`config.mk`:
```
export PLATFORM = sky130hd
export DESIGN_NAME = rgb_lamp_dimmer_control
export DESIGN_NICKNAME = d
export VERILOG_FILES = /design/src/hw/rtl/rld_pkg.sv /design/src/hw/rtl/rld_next_state.sv /design/src/hw/rtl/rgb_lamp_dimmer_control.sv
export SDC_FILE = /design/constraint.sdc
export NUM_CORES = 1
export LEC_CHECK = 0
export ABC_CLOCK_PERIOD_IN_PS = 2900
export BUFFER_PORTS_ARGS = -buffer_cell sky130_fd_sc_hd__buf_4
export CAP_MARGIN = 15
export CORE_MARGIN = 8
export CORE_UTILIZATION = 55
export CTS_BUF_LIST = sky130_fd_sc_hd__clkbuf_8
export DETAILED_ROUTE_END_ITERATION = 12
export PLACE_DENSITY = 0.79
export SYNTH_ARGS = -nofsm -noshare
export SYNTH_HDL_FRONTEND = slang
export SYNTH_HIERARCHICAL = 1
export SYNTH_SLANG_ARGS = --single-unit
export TNS_END_PERCENT = 100
```
`constraint.sdc`:
```
create_clock -name i_clk -period 2.9 [get_ports i_clk]
set_input_delay 0.58 -clock i_clk [delete_from_list [all_inputs] [get_ports i_clk]]
set_output_delay 0.58 -clock i_clk [all_outputs]
set_load 0.05 [all_outputs]
```
`src/hw/rtl/rld_pkg.sv`:
```
package rld_pkg;

    localparam int LEVEL_BITS = 8;
    localparam int CHANNELS   = 3;

    typedef logic [LEVEL_BITS-1:0] t_level;
    typedef logic [3:0]            t_action;
    typedef logic [1:0]            t_select;

    // Channel order in every level vector: red, green, blue
    localparam int CH_RED   = 0;
    localparam int CH_GREEN = 1;
    localparam int CH_BLUE  = 2;

    localparam t_select SEL_RED   = 2'd0;
    localparam t_select SEL_GREEN = 2'd1;
    localparam t_select SEL_BLUE  = 2'd2;
    localparam t_select SEL_ALL   = 2'd3;

    localparam t_action ACT_TOGGLE        = 4'd0;
    localparam t_action ACT_ON            = 4'd1;
    localparam t_action ACT_OFF           = 4'd2;
    localparam t_action ACT_BRIGHTEN_ALL  = 4'd3;
    localparam t_action ACT_DARKEN_ALL    = 4'd4;
    localparam t_action ACT_BRIGHTEN_SEL  = 4'd5;
    localparam t_action ACT_DARKEN_SEL    = 4'd6;
    localparam t_action ACT_SAVE          = 4'd7;
    localparam t_action ACT_RECALL        = 4'd8;
    localparam t_action ACT_SET_RGB       = 4'd9;
    localparam t_action ACT_NEXT_SELECT   = 4'd10;

    localparam t_level LVL_RESET      = t_level'(20);
    localparam t_level LVL_FULL       = t_level'(255);
    localparam t_level LVL_STEP_ALL   = t_level'(10);
    localparam t_level LVL_CEIL_ALL   = t_level'(244);
    localparam t_level LVL_STEP_SEL   = t_level'(15);
    localparam t_level LVL_CEIL_SEL   = t_level'(239);
    localparam t_level LVL_COARSE_MIN = t_level'(35);
    localparam t_level LVL_COARSE     = t_level'(14);
    localparam t_level LVL_FINE_LO    = t_level'(6);
    localparam t_level LVL_FINE_HI    = t_level'(36);
    localparam t_level LVL_FINE       = t_level'(5);
    localparam t_level LVL_FLOOR_SEL  = t_level'(8);

    typedef struct packed {
        t_level [CHANNELS-1:0] saved;
        t_level [CHANNELS-1:0] lvl;
        logic                  on;
        t_select               sel;
    } t_state;

    localparam t_state STATE_RESET = '{
        saved: '0,
        lvl:   {CHANNELS{LVL_RESET}},
        on:    1'b1,
        sel:   SEL_ALL
    };

    // Coarse step first, then the fine step on the reduced value
    function automatic t_level darken_all_one(input t_level v);
        t_level w;
        w = v;
        if (w > LVL_COARSE_MIN) w = w - LVL_COARSE;
        if (w > LVL_FINE_LO && w < LVL_FINE_HI) w = w - LVL_FINE;
        return w;
    endfunction

endpackage

```
`src/hw/rtl/rld_next_state.sv`:
```
module rld_next_state (
    input  rld_pkg::t_state                               i_state,
    input  rld_pkg::t_action                              i_action,
    input  rld_pkg::t_level [rld_pkg::CHANNELS-1:0]       i_rgb,
    output rld_pkg::t_state                               o_state
);

    rld_pkg::t_action w_act;

    // Resolve toggle into on or off from the current flag
    always_comb begin
        if (i_action == rld_pkg::ACT_TOGGLE) begin
            w_act = i_state.on ? rld_pkg::ACT_OFF : rld_pkg::ACT_ON;
        end else begin
            w_act = i_action;
        end
    end

    always_comb begin
        o_state = i_state;
        case (w_act)
            rld_pkg::ACT_ON: begin
                o_state.lvl = {rld_pkg::CHANNELS{rld_pkg::LVL_FULL}};
                o_state.on  = 1'b1;
            end
            rld_pkg::ACT_OFF: begin
                o_state.lvl = '0;
                o_state.on  = 1'b0;
            end
            rld_pkg::ACT_BRIGHTEN_ALL: begin
                for (int c = 0; c < rld_pkg::CHANNELS; c++) begin
                    if (!i_state.on) begin
                        o_state.lvl[c] = rld_pkg::LVL_STEP_ALL;
                    end else if (i_state.lvl[c] < rld_pkg::LVL_CEIL_ALL) begin
                        o_state.lvl[c] = i_state.lvl[c] + rld_pkg::LVL_STEP_ALL;
                    end
                end
                o_state.on = 1'b1;
            end
            rld_pkg::ACT_DARKEN_ALL: begin
                if (i_state.on) begin
                    for (int c = 0; c < rld_pkg::CHANNELS; c++) begin
                        o_state.lvl[c] = rld_pkg::darken_all_one(i_state.lvl[c]);
                    end
                end
            end
            rld_pkg::ACT_BRIGHTEN_SEL: begin
                for (int c = 0; c < rld_pkg::CHANNELS; c++) begin
                    if (i_state.sel == rld_pkg::t_select'(c)) begin
                        if (!i_state.on) begin
                            o_state.lvl[c] = rld_pkg::LVL_STEP_ALL;
                        end else if (i_state.lvl[c] < rld_pkg::LVL_CEIL_SEL) begin
                            o_state.lvl[c] = i_state.lvl[c] + rld_pkg::LVL_STEP_SEL;
                        end
                    end
                end
                o_state.on = 1'b1;
            end
            rld_pkg::ACT_DARKEN_SEL: begin
                for (int c = 0; c < rld_pkg::CHANNELS; c++) begin
                    if (i_state.on && i_state.sel == rld_pkg::t_select'(c)
                        && i_state.lvl[c] > rld_pkg::LVL_FLOOR_SEL) begin
                        o_state.lvl[c] = i_state.lvl[c] - rld_pkg::LVL_FINE;
                    end
                end
            end
            rld_pkg::ACT_SAVE: begin
                if (i_state.on) o_state.saved = i_state.lvl;
            end
            rld_pkg::ACT_RECALL: begin
                o_state.lvl = i_state.saved;
                o_state.on  = 1'b1;
            end
            rld_pkg::ACT_SET_RGB: begin
                o_state.lvl = i_rgb;
                o_state.on  = 1'b1;
            end
            rld_pkg::ACT_NEXT_SELECT: begin
                // All wraps round to red through the two-bit overflow
                o_state.sel = i_state.sel + 2'd1;
            end
            default: begin
                o_state = i_state;
            end
        endcase
    end

endmodule

```
`src/hw/rtl/rgb_lamp_dimmer_control.sv`:
```
// RGB lamp dimmer control: takes one lamp command per transaction (action code
// in s_axis tuser, red/green/blue levels for set_rgb in tdata) and returns one
// transaction with the three levels, the on flag and the channel selection as
// they stand after the command. A command is registered on entry and applied
// once the result slot is free, where the state registers double as the result
// register; one command can enter every cycle while the result side keeps
// taking, and the state update is a single combinational pass.
// After reset the levels are 20, the lamp is on, all channels are selected and
// the saved colour is black.
module rgb_lamp_dimmer_control (
    input  logic        i_clk,
    input  logic        i_rst_n,
    input  logic        i_s_tvalid,
    output logic        o_s_tready,
    input  logic [23:0] i_s_tdata,   // red_in[7:0], green_in[15:8], blue_in[23:16]
    input  logic [3:0]  i_s_tuser,   // action[3:0]
    output logic        o_m_tvalid,
    input  logic        i_m_tready,
    output logic [31:0] o_m_tdata    // red_level[7:0], green_level[15:8], blue_level[23:16],
                                     // lamp_on[24], select_now[26:25], zero pad
);

    logic                                     r_in_valid;
    rld_pkg::t_action                         r_in_action;
    rld_pkg::t_level [rld_pkg::CHANNELS-1:0]  r_in_rgb;
    logic                                     r_out_valid;
    rld_pkg::t_state                          r_state;
    rld_pkg::t_state                          n_state;
    logic                                     w_adv;
    logic                                     w_in_take;

    assign w_adv      = r_in_valid && (!r_out_valid || i_m_tready);
    assign o_s_tready = !r_in_valid || w_adv;
    assign w_in_take  = i_s_tvalid && o_s_tready;

    always_ff @(posedge i_clk) begin
        if (!i_rst_n) begin
            r_in_valid <= 1'b0;
        end else if (w_in_take) begin
            r_in_valid <= 1'b1;
        end else if (w_adv) begin
            r_in_valid <= 1'b0;
        end
    end

    always_ff @(posedge i_clk) begin
        if (w_in_take) begin
            r_in_action           <= i_s_tuser;
            r_in_rgb[rld_pkg::CH_RED]   <= i_s_tdata[7:0];
            r_in_rgb[rld_pkg::CH_GREEN] <= i_s_tdata[15:8];
            r_in_rgb[rld_pkg::CH_BLUE]  <= i_s_tdata[23:16];
        end
    end

    rld_next_state u_next (
        .i_state  (r_state),
        .i_action (r_in_action),
        .i_rgb    (r_in_rgb),
        .o_state  (n_state)
    );

    // State only moves when the result slot is free, so it is the result
    always_ff @(posedge i_clk) begin
        if (!i_rst_n) begin
            r_state     <= rld_pkg::STATE_RESET;
            r_out_valid <= 1'b0;
        end else if (w_adv) begin
            r_state     <= n_state;
            r_out_valid <= 1'b1;
        end else if (i_m_tready) begin
            r_out_valid <= 1'b0;
        end
    end

    assign o_m_tvalid = r_out_valid;
    assign o_m_tdata  = {5'd0, r_state.sel, r_state.on,
                         r_state.lvl[rld_pkg::CH_BLUE],
                         r_state.lvl[rld_pkg::CH_GREEN],
                         r_state.lvl[rld_pkg::CH_RED]};

`ifndef ASSERT_OFF
    a_adv_gives_result: assert property (@(posedge i_clk) disable iff (!i_rst_n)
        w_adv |=> o_m_tvalid)
        else $error("applied command gave no result");

    a_off_clears: assert property (@(posedge i_clk) disable iff (!i_rst_n)
        w_adv && r_in_action == rld_pkg::ACT_OFF |=> !r_state.on && r_state.lvl == '0)
        else $error("off left the lamp lit");

    a_next_sel_moves: assert property (@(posedge i_clk) disable iff (!i_rst_n)
        w_adv && r_in_action == rld_pkg::ACT_NEXT_SELECT
        |=> r_state.sel != $past(r_state.sel))
        else $error("selection did not advance");

    a_unused_holds: assert property (@(posedge i_clk) disable iff (!i_rst_n)
        w_adv && r_in_action > rld_pkg::ACT_NEXT_SELECT |=> r_state == $past(r_state))
        else $error("unused action changed state");

    a_state_still: assert property (@(posedge i_clk) disable iff (!i_rst_n)
        !w_adv && $past(i_rst_n) |=> $stable(r_state))
        else $error("state moved without a command");
`endif

endmodule

```
**Word-level counts from Yosys, hierarchy flattened**

Cells that the tools add are included.

- Flip-flop bits (word level): 81
- Input port bits: 32
- Output and inout port bits: 34
- Logic and storage cells: 140

- $add $sub $neg: 16
- $lt $le $gt $ge: 18
- Equal/unequal tests: 25
- Multiplexer cells: 39
- Reduce and logical (&&, ||, !) cells: 28

Operators by type and width:

| kind | count |
|---|---|
| $mux 8 | 30 |
| $pmux 24 s8 | 1 |
| $add 8x4->8 const B | 6 |
| $lt 8x8->1 const B | 6 |
| $sub 8x3->8 const B | 6 |
| $gt 8x3->1 const B | 3 |
| $gt 8x4->1 const B | 3 |
| $gt 8x6->1 const B | 3 |
| $lt 8x6->1 const B | 3 |
| $mux 24 | 1 |
| $sub 8x4->8 const B | 3 |
| $reduce_and 7->1 | 3 |
| $ne 3x2->1 const B | 6 |
| $eq 4x3->1 const B | 4 |
| $eq 4x4->1 const B | 3 |
| $ne 2x1->1 const B | 6 |
| $logic_and 1x1->1 | 11 |
| $eq 4x2->1 const B | 2 |
| $reduce_bool 8->1 | 1 |
| $reduce_bool 2->1 | 3 |
| $reduce_or 5->1 | 1 |
| $eq 4x1->1 const B | 1 |
| $logic_not 4->1 | 1 |
| $mux 1 | 4 |
| other kinds (12) | 15 |

**Logic depth before layout (Yosys ltp)**

Gate-level depths: netlist of run 1.

- Depth in word-level cells: 9
- Depth in mapped cells: 13
- Depth with buffers taken out: 12

**Cells and area by module**

The synthesis of run 1 kept the hierarchy.

By module, submodules not included:

| module | times used | cells each | area each (um^2) | sequential area each (um^2) |
|---|---|---|---|---|
| rld_next_state | 1 | 782 | 4863.4 | 0.0 |
| rgb_lamp_dimmer_control | 1 | 293 | 3235.6 | 1901.8 |

**Worst setup path before layout of run 1**

OpenSTA, ideal clock, no wires.

- Path kind: register to register
- Start: register r_state, in the netlist o_m_tdata[9]
- End: register r_state, in the netlist o_m_tdata[12]
- Setup time: 142 ps
- Data arrival time: 2965 ps
- Required time: 2758 ps
- Path slack: -207 ps
- Cell stages (with the launch flop): 13
- Buffers on the path: 1
- Period minus slack after synthesis: 3107 ps
- Cells stage by stage: dfxtp_1 -> buf_2 -> clkinv_1 -> ha_1 -> nand2_1 -> o22ai_2 -> a211oi_2 -> or4_4 -> or3_1 -> a311oi_1 -> o31ai_1 -> inv_1 -> o311ai_0

RTL lines:

| what | RTL line | RTL |
|---|---|---|
| from (decl) | rgb_lamp_dimmer_control.sv:27 | `rld_pkg::t_state r_state;` |
| from (signal assigned) | rgb_lamp_dimmer_control.sv:65 | `r_state <= rld_pkg::STATE_RESET;` |
| from (signal assigned) | rgb_lamp_dimmer_control.sv:68 | `r_state <= n_state;` |

==> impl_metrics.py, run 1 <==
metrics = {
    "status": {
        "status": "complete, no violations",
    },
    "cells_and_area": {
        "finalNonFillerCells": 1364,
        "fin_util_pct": 67.79,
        "antenna_cells": 0,
        "nets": 1230,
        "drive_gt1_share_pct": 28.64,
        "syn_to_final_growth_pct": 21.20,
        "fillers": 1219,
    },
    "worst_setup_path": {
        "worstRegToRegCells": 10,
        "r2r_setup_slack_ps": 60,
        "r2r-end": "o_m_tdata[12]$_SDFFE_PN1P_",
        "worstPathCellList": "o31ai_2 > and2_1 > o22ai_2 > a211oi_2 > or4_4 > or3_1 > a311oi_2 > o31ai_1 > inv_1 > o311ai_0",
        "critPathMaxFanout": 4,
        "critPathLaunchType": "flip-flop",
        "cp-end-kind": "flip-flop",
        "crit_slowest_cell": "or4_4",
        "cp_slowest_stage_delay_ps": 530,
        "worstSetupPathType": "flip-flop to flip-flop",
        "cp.arrival_ps": 3010,
        "r2r_start": "o_m_tdata[12]$_SDFFE_PN1P_",
        "required_ps": 3080,
    },
    "die": {
        "die_y_um": 137.4,
        "initial_utilization_pct": 55.94,
        "die_w_um": 137.4,
        "ios": 66,
        "coreArea_um2": 14480,
        "die_area_um2": 18870,
        "row_count": 44,
    },
    "placement": {
        "hpwl_um": 20190,
        "portBuffers": 60,
        "place_inst": 1336,
        "routabilityCongestion": 0.9844,
    },
    "sta": {
        "setup_viol": 0,
        "worstMarginPinSlew_ps": 867.6,
        "slew_viol_final": 0,
        "rsz0062_at_grt": "true",
        "fin_crit_ps": 2836,
        "clock_skew_ps": 18.52,
        "max_freq_mhz": 352.6,
        "slew_headroom_pct": 42.16,
        "hold-worst-slack_ps": 375.2,
        "post-route-period-util_pct": 97.79,
        "hold_violations": 0,
    },
    "routing": {
        "wl_per_cell_um": 20.34,
        "via_count": 8922,
        "ant_nets": 0,
        "firstDrtPassIters": 6,
        "viasPerCell": 6.541,
        "drtIter0Drc": 1231,
        "drc_errors": 0,
        "routed_wl_um": 27740,
    },
    "hold_path": {
        "min_path_cells": 1,
        "holdPathEnd": "r_in_rgb[9]$_DFFE_PP_",
        "min_from": "i_s_tdata[9]",
        "hold_path_class": "input pin to flip-flop",
    },
    "global_routing": {
        "first_global_vias": 7878,
        "grtUsageMet3_pct": 8.534,
        "use_met2_pct": 40.91,
        "grt.busiest_layer": "met2",
        "grtUsageMet1_pct": 40.52,
        "grt_pass1_wl_um": 42910,
        "antenna_found_initial": 0,
        "grt.total_usage_pct": 28.81,
        "grt-ovfl-total": 0,
        "grt_max_degree": 69,
    },
    "logic_synthesis": {
        "synthesis.area_um2": 8099,
        "yosys.area_share.simple_pct": 22.45,
        "yosys_warnings": 6,
        "synthAdderAreaFrac_pct": 3.553,
        "yosysSeqAreaShare_pct": 23.48,
        "ys_types": 99,
        "syn_inst": 1075,
        "ys_async_sr_fraction_pct": 0,
        "ys.flop_type": "dfxtp_1",
        "synth_xor_xnor_area_share_pct": 2.595,
        "avgSynthCellArea_um2": 7.534,
        "synth.area.mux_share_pct": 8.250,
        "synth-compound-area-share_pct": 29.17,
        "ys_seq_elements": 81,
        "synth-edff-count": 28,
        "synth_top_family_by_area": "compound AO/OA/AOI/OAI gates",
    },
    "clocking": {
        "cts_max_level": 3,
        "cts_root_buf": "clkbuf_8",
        "insertion_delay_ps": 370,
        "cts_made_buffers": 9,
        "cts_tree": "done",
        "hold_buffers": 0,
        "cts.sinks": 81,
        "clock_path_buffers": 2,
        "clk_pin_slew_ps": 90,
    },
    "power_and_ir_drop": {
        "powerDensity_nw_per_um2": 370.2,
        "finalPower_uw": 3633,
        "ir_worst_vdd_mv": 0.3594,
        "p_leak_uw": 0.003876,
    },
    "job": {
        "cap_violations": 0,
    },
}
[metrics by stage]
step / setup TNS, ps / cell area (µm²) / setup slack (ps)
2_1_floorplan: 0 / 8137 / 13.94
3_3_place_gp: 0 / 9243 / 42.84
3_5_place_dp: -13.12 / 9243 / -13.12
4_1_cts: 0 / 9447 / 15.60
5_1_grt: -182.6 / 9816 / -49.83
6_report: 0 / 9816 / 64.07
[what timing repair did]
item,CTS,global route
buffers inserted,0,13
hold endpoints to repair,0,0
resized for setup,3,68
pin swaps,0,13
setup endpoints to repair,3,20
[worst max-delay path, delay by kind of cell (launching register included)]
| kind | cells | cell delay (ps) |
|---|---|---|
| flip-flops | 1 | 520 |
| AO/OA/AOI/OAI | 6 | 940 |
| AND/OR/NAND/NOR | 3 | 1110 |
| buffers and inverters | 1 | 60 |
[cell usage after synthesis, types with 7 or more instances]
library cell  instances  area (µm²)
a221o_1              15       150.1
nor2b_1               7       43.79
mux2i_1              51       510.5
ha_1                 23       287.8
xnor2_1              14       122.6
buf_4                34       255.2
mux2_2               14       157.7
edfxtp_1             28       840.8
nor4_1                9       56.30
nand2_1             158       593.1
a221oi_1              9       78.83
o21a_1                8       60.06
buf_1                 8       30.03
a22oi_1              11       82.58
a2bb2oi_1             8       70.07
a21oi_1              66       330.3
o311ai_0              9       78.83
and2_1                7       43.79
clkbuf_1             53       198.9
a211oi_1             11       82.58
buf_2                22       110.1
nor3_1               25       125.1
nand2b_1             13       81.33
nand3_1              30       150.1
xor2_1               10       87.58
dfxtp_1              53        1061
or2_2                10       62.56
o22ai_1              14       87.58
a31oi_1              17       106.4
o211ai_1             10       75.07
nor2_1               69       259.0
o21ai_0              80       400.4
inv_1                37       138.9
[layout by cell type (no fill, tap or decap), types with 6 or more instances in the layout]
master       n
a211oi_1    10
a21oi_1     64
a221o_1     15
a221oi_1     6
a22oi_1     11
a2bb2oi_1    8
a31oi_1     16
and2_1       7
buf_4      202
clkbuf_8     9
dfxtp_1     40
dfxtp_2     12
edfxtp_1    28
ha_1        17
inv_1       36
mux2_2      14
mux2i_1     51
nand2_1    156
nand2b_1    13
nand3_1     30
nor2_1      64
nor2b_1      7
nor3_1      22
nor4_1       8
o211ai_1    10
o21a_1       8
o21ai_0     77
o22ai_1     14
o311ai_0     9
or2_2       10
xnor2_1     14
xor2_1       9
[power breakdown]
| group | internal [µW] | leakage, µW | switching (µW) | total (µW) |
|---|---|---|---|---|
| registers | 1230 | 0.000706 | 58.9 | 1290 |
| clock network | 400 | 0.000101 | 455 | 855 |
| logic | 621 | 0.00307 | 872 | 1490 |
| total | 2250 | 0.00388 | 1390 | 3630 |
[sequential cells by signal (all words and copies together) (netlist names)]
signal,flops
o_m_tdata,27
r_state,24
r_in_rgb,24
r_in_valid,1
o_m_tvalid,1
r_in_action,4
[final cells by class]
cell class / instances / area (µm²) / share of cell area [%]
Tap cell: 184 / 230.2 / 2.345
Timing Repair Buffer: 212 / 1673 / 17.04
Sequential cell: 81 / 1921 / 19.57
Clock buffer: 9 / 123.9 / 1.262
Clock inverter: 7 / 72.57 / 0.7393
Inverter: 40 / 156.4 / 1.593
Multi-Input combinational cell: 831 / 5639 / 57.45
[worst max path at each step]
stage	startpoint	end	slack, ps	cells after the start
floorplan	o_m_tdata[18]$_SDFFE_PN1P_	o_m_tdata[20]$_SDFFE_PN1P_	10	11
global placement	o_m_tdata[9]$_SDFFE_PN0P_	o_m_tdata[12]$_SDFFE_PN1P_	40	11
detailed placement	o_m_tdata[9]$_SDFFE_PN0P_	o_m_tdata[12]$_SDFFE_PN1P_	-10	11
CTS	o_m_tdata[9]$_SDFFE_PN0P_	o_m_tdata[12]$_SDFFE_PN1P_	20	11
global route	o_m_tdata[17]$_SDFFE_PN0P_	o_m_tdata[17]$_SDFFE_PN0P_	-50	12
finish	o_m_tdata[12]$_SDFFE_PN1P_	o_m_tdata[12]$_SDFFE_PN1P_	60	10
[logic make-up after synthesis]
kind of cell,count (synthesis)
and+or+nand+nor,376
AOI/OAI and AO/OA,338
muxes,65
adders and majority gates,23
buffers and inverters,167
other,1
xor gates and xnor gates,24
DFF,81
[metal layers]
| metal | vias up | wire, µm |
|---|---|---|
| li1 | 4109 | - |
| met1 | 4220 | 11770 |
| met2 | 541 | 11800 |
| met3 | 52 | 3443 |
| met4 | 0 | 731 |
| met5 | - | 0 |
No activity file was read; power rests on OpenSTA's default activity.
==> inputs of run 2 (changes only) <==
ABC_CLOCK_PERIOD_IN_PS = 3300   (was 2900)
PLACE_DENSITY = 0.76   (was 0.79)
clock period = 3.3 ns   (was 2.9 ns; I/O delays follow)
==> impl_metrics.py, run 2 (synthesis results as in run 1) <==
metrics = {
    "power_and_ir_drop": {
        "powerDensity_nw_per_um2": 340.3,
        "p_leak_uw": 0.003446,
        "ir_worst_vdd_mv": 0.2896,
    },
    "die": {
        "die_w_um": 137.4,
        "die_y_um": 137.4,
        "row_count": 44,
        "ios": 66,
        "initial_utilization_pct": 55.94,
        "coreArea_um2": 14480,
        "die_area_um2": 18870,
    },
    "global_routing": {
        "grt-ovfl-total": 0,
        "grt_pass1_wl_um": 41390,
        "grt.total_usage_pct": 27.88,
        "first_global_vias": 7581,
        "grt_max_degree": 74,
        "antenna_found_initial": 0,
    },
    "clocking": {
        "cts_made_buffers": 9,
        "cts_root_buf": "clkbuf_8",
        "insertion_delay_ps": 380,
        "cts_max_level": 3,
        "cts_tree": "done",
        "cts.sinks": 81,
        "clock_path_buffers": 2,
        "clk_pin_slew_ps": 100,
        "hold_buffers": 0,
    },
    "routing": {
        "via_count": 8565,
        "ant_nets": 0,
        "routed_wl_um": 26710,
        "viasPerCell": 6.645,
        "firstDrtPassIters": 6,
        "drc_errors": 0,
        "wl_per_cell_um": 20.72,
        "drtIter0Drc": 1215,
    },
    "cells_and_area": {
        "largest_reg_flops": 27,
        "fillers": 1348,
        "syn_to_final_growth_pct": 9.918,
        "antenna_cells": 0,
        "nets": 1155,
        "layout_commonest_cell": "nand2_1",
        "finalNonFillerCells": 1289,
        "most-common-layout-cells": "nand2_1, buf_4, o21ai_0",
        "drive_gt1_share_pct": 18.82,
    },
    "sta": {
        "fin_crit_ps": 3105,
        "post-route-period-util_pct": 94.09,
        "worstMarginPinSlew_ps": 821.4,
        "hold_violations": 0,
        "slew_headroom_pct": 45.24,
        "setup_viol": 0,
        "max_freq_mhz": 322.1,
        "slew_viol_final": 0,
        "setup_slack_ps": 194.9,
        "clock_skew_ps": 21.61,
    },
    "placement": {
        "portBuffers": 60,
        "pre_cts_slack_ps": 255.6,
        "place_inst": 1273,
        "routabilityCongestion": 1.060,
        "hpwl_um": 19410,
    },
    "worst_setup_path": {
        "required_ps": 3570,
        "critPathMaxFanout": 17,
        "cp-end-kind": "flip-flop",
        "worstSetupPathType": "flip-flop to flip-flop",
        "cp.arrival_ps": 3380,
        "critPathLaunchType": "flip-flop",
    },
    "job": {
        "cap_violations": 0,
    },
    "status": {
        "status": "complete, no violations",
    },
    "hold_path": {
        "hold_path_class": "input pin to flip-flop",
    },
}
[run 2: cell count changes in the layout (fill, tap and decap cells not counted), moves of 5 or more]
cell / change
buf_4: -66
buf_6: -5
dfxtp_1: +11
dfxtp_2: -10
ha_1: +6
nor2_1: +5
[run 2: critical path: stages (launching register included)]
cell	delay (ps)
dfxtp_1	340
buf_4	240
inv_1	90
ha_1	330
o32ai_4	220
or4b_1	580
a21oi_4	230
o211ai_1	140
and3_1	190
a221oi_1	270
inv_1	60
o311ai_0	300
[run 2: final cells by class]
type                    instances  area, µm²  share of cell area (%)
multi-input cells             831       5390                   60.55
flip-flops and latches         81       1904                   21.39
repair buffers                137       1041                   11.69
well taps                     184      230.2                   2.586
inverters                      40      150.1                   1.687
clock buffers                   9      123.9                   1.391
clock inverters                 7      62.56                  0.7027
[run 2: worst paths after layout]
| check | from | endpoint | slack (ps) | cells after the start |
|---|---|---|---|---|
| worst max-delay path | o_m_tdata[18]$_SDFFE_PN1P_ | o_m_tdata[20]$_SDFFE_PN1P_ | 190 | 11 |
| worst min-delay path | i_s_tuser[3] | r_in_action[3]$_DFFE_PP_ | 440 | 1 |
| worst max register to register | o_m_tdata[18]$_SDFFE_PN1P_ | o_m_tdata[20]$_SDFFE_PN1P_ | 190 | 11 |
| worst min register to register | r_state[50]$_SDFFE_PN0P_ | r_state[50]$_SDFFE_PN0P_ | 480 | 2 |
[run 2: repair_timing]
item                       in CTS  in global routing
setup buffers                   0                  0
setup endpoints to repair       0                  4
resized for setup               0                  4
[run 2: metrics by stage]
step	utilization [%]	area [µm²]	hold slack (ps)	total power, µW	TNS [ps]
after floorplan	-	8114	443.8	1960	0
after global placement	60.08	8700	455.7	2251	0
after detailed placement	60.08	8700	463.1	2259	0
after CTS	61.37	8886	428.8	3002	0
after global routing	61.48	8902	429.8	3163	-26.84
final	61.48	8902	442.5	3030	0
[run 2: report_power, final]
| part | internal, µW | switching [µW] |
|---|---|---|
| Combinational | 439 | 711 |
| Sequential | 1080 | 52.3 |
| Clock | 345 | 407 |
[run 2: metal layers]
metal / vias up / track usage (%) / part of all wire [%]
met3: 81 / 5.434 / 11
li1: 3952 / - / -
met4: 0 / 12.13 / 3.3
met5: - / 0 / 0
met1: 3958 / 38.46 / 42
met2: 574 / 41.31 / 43
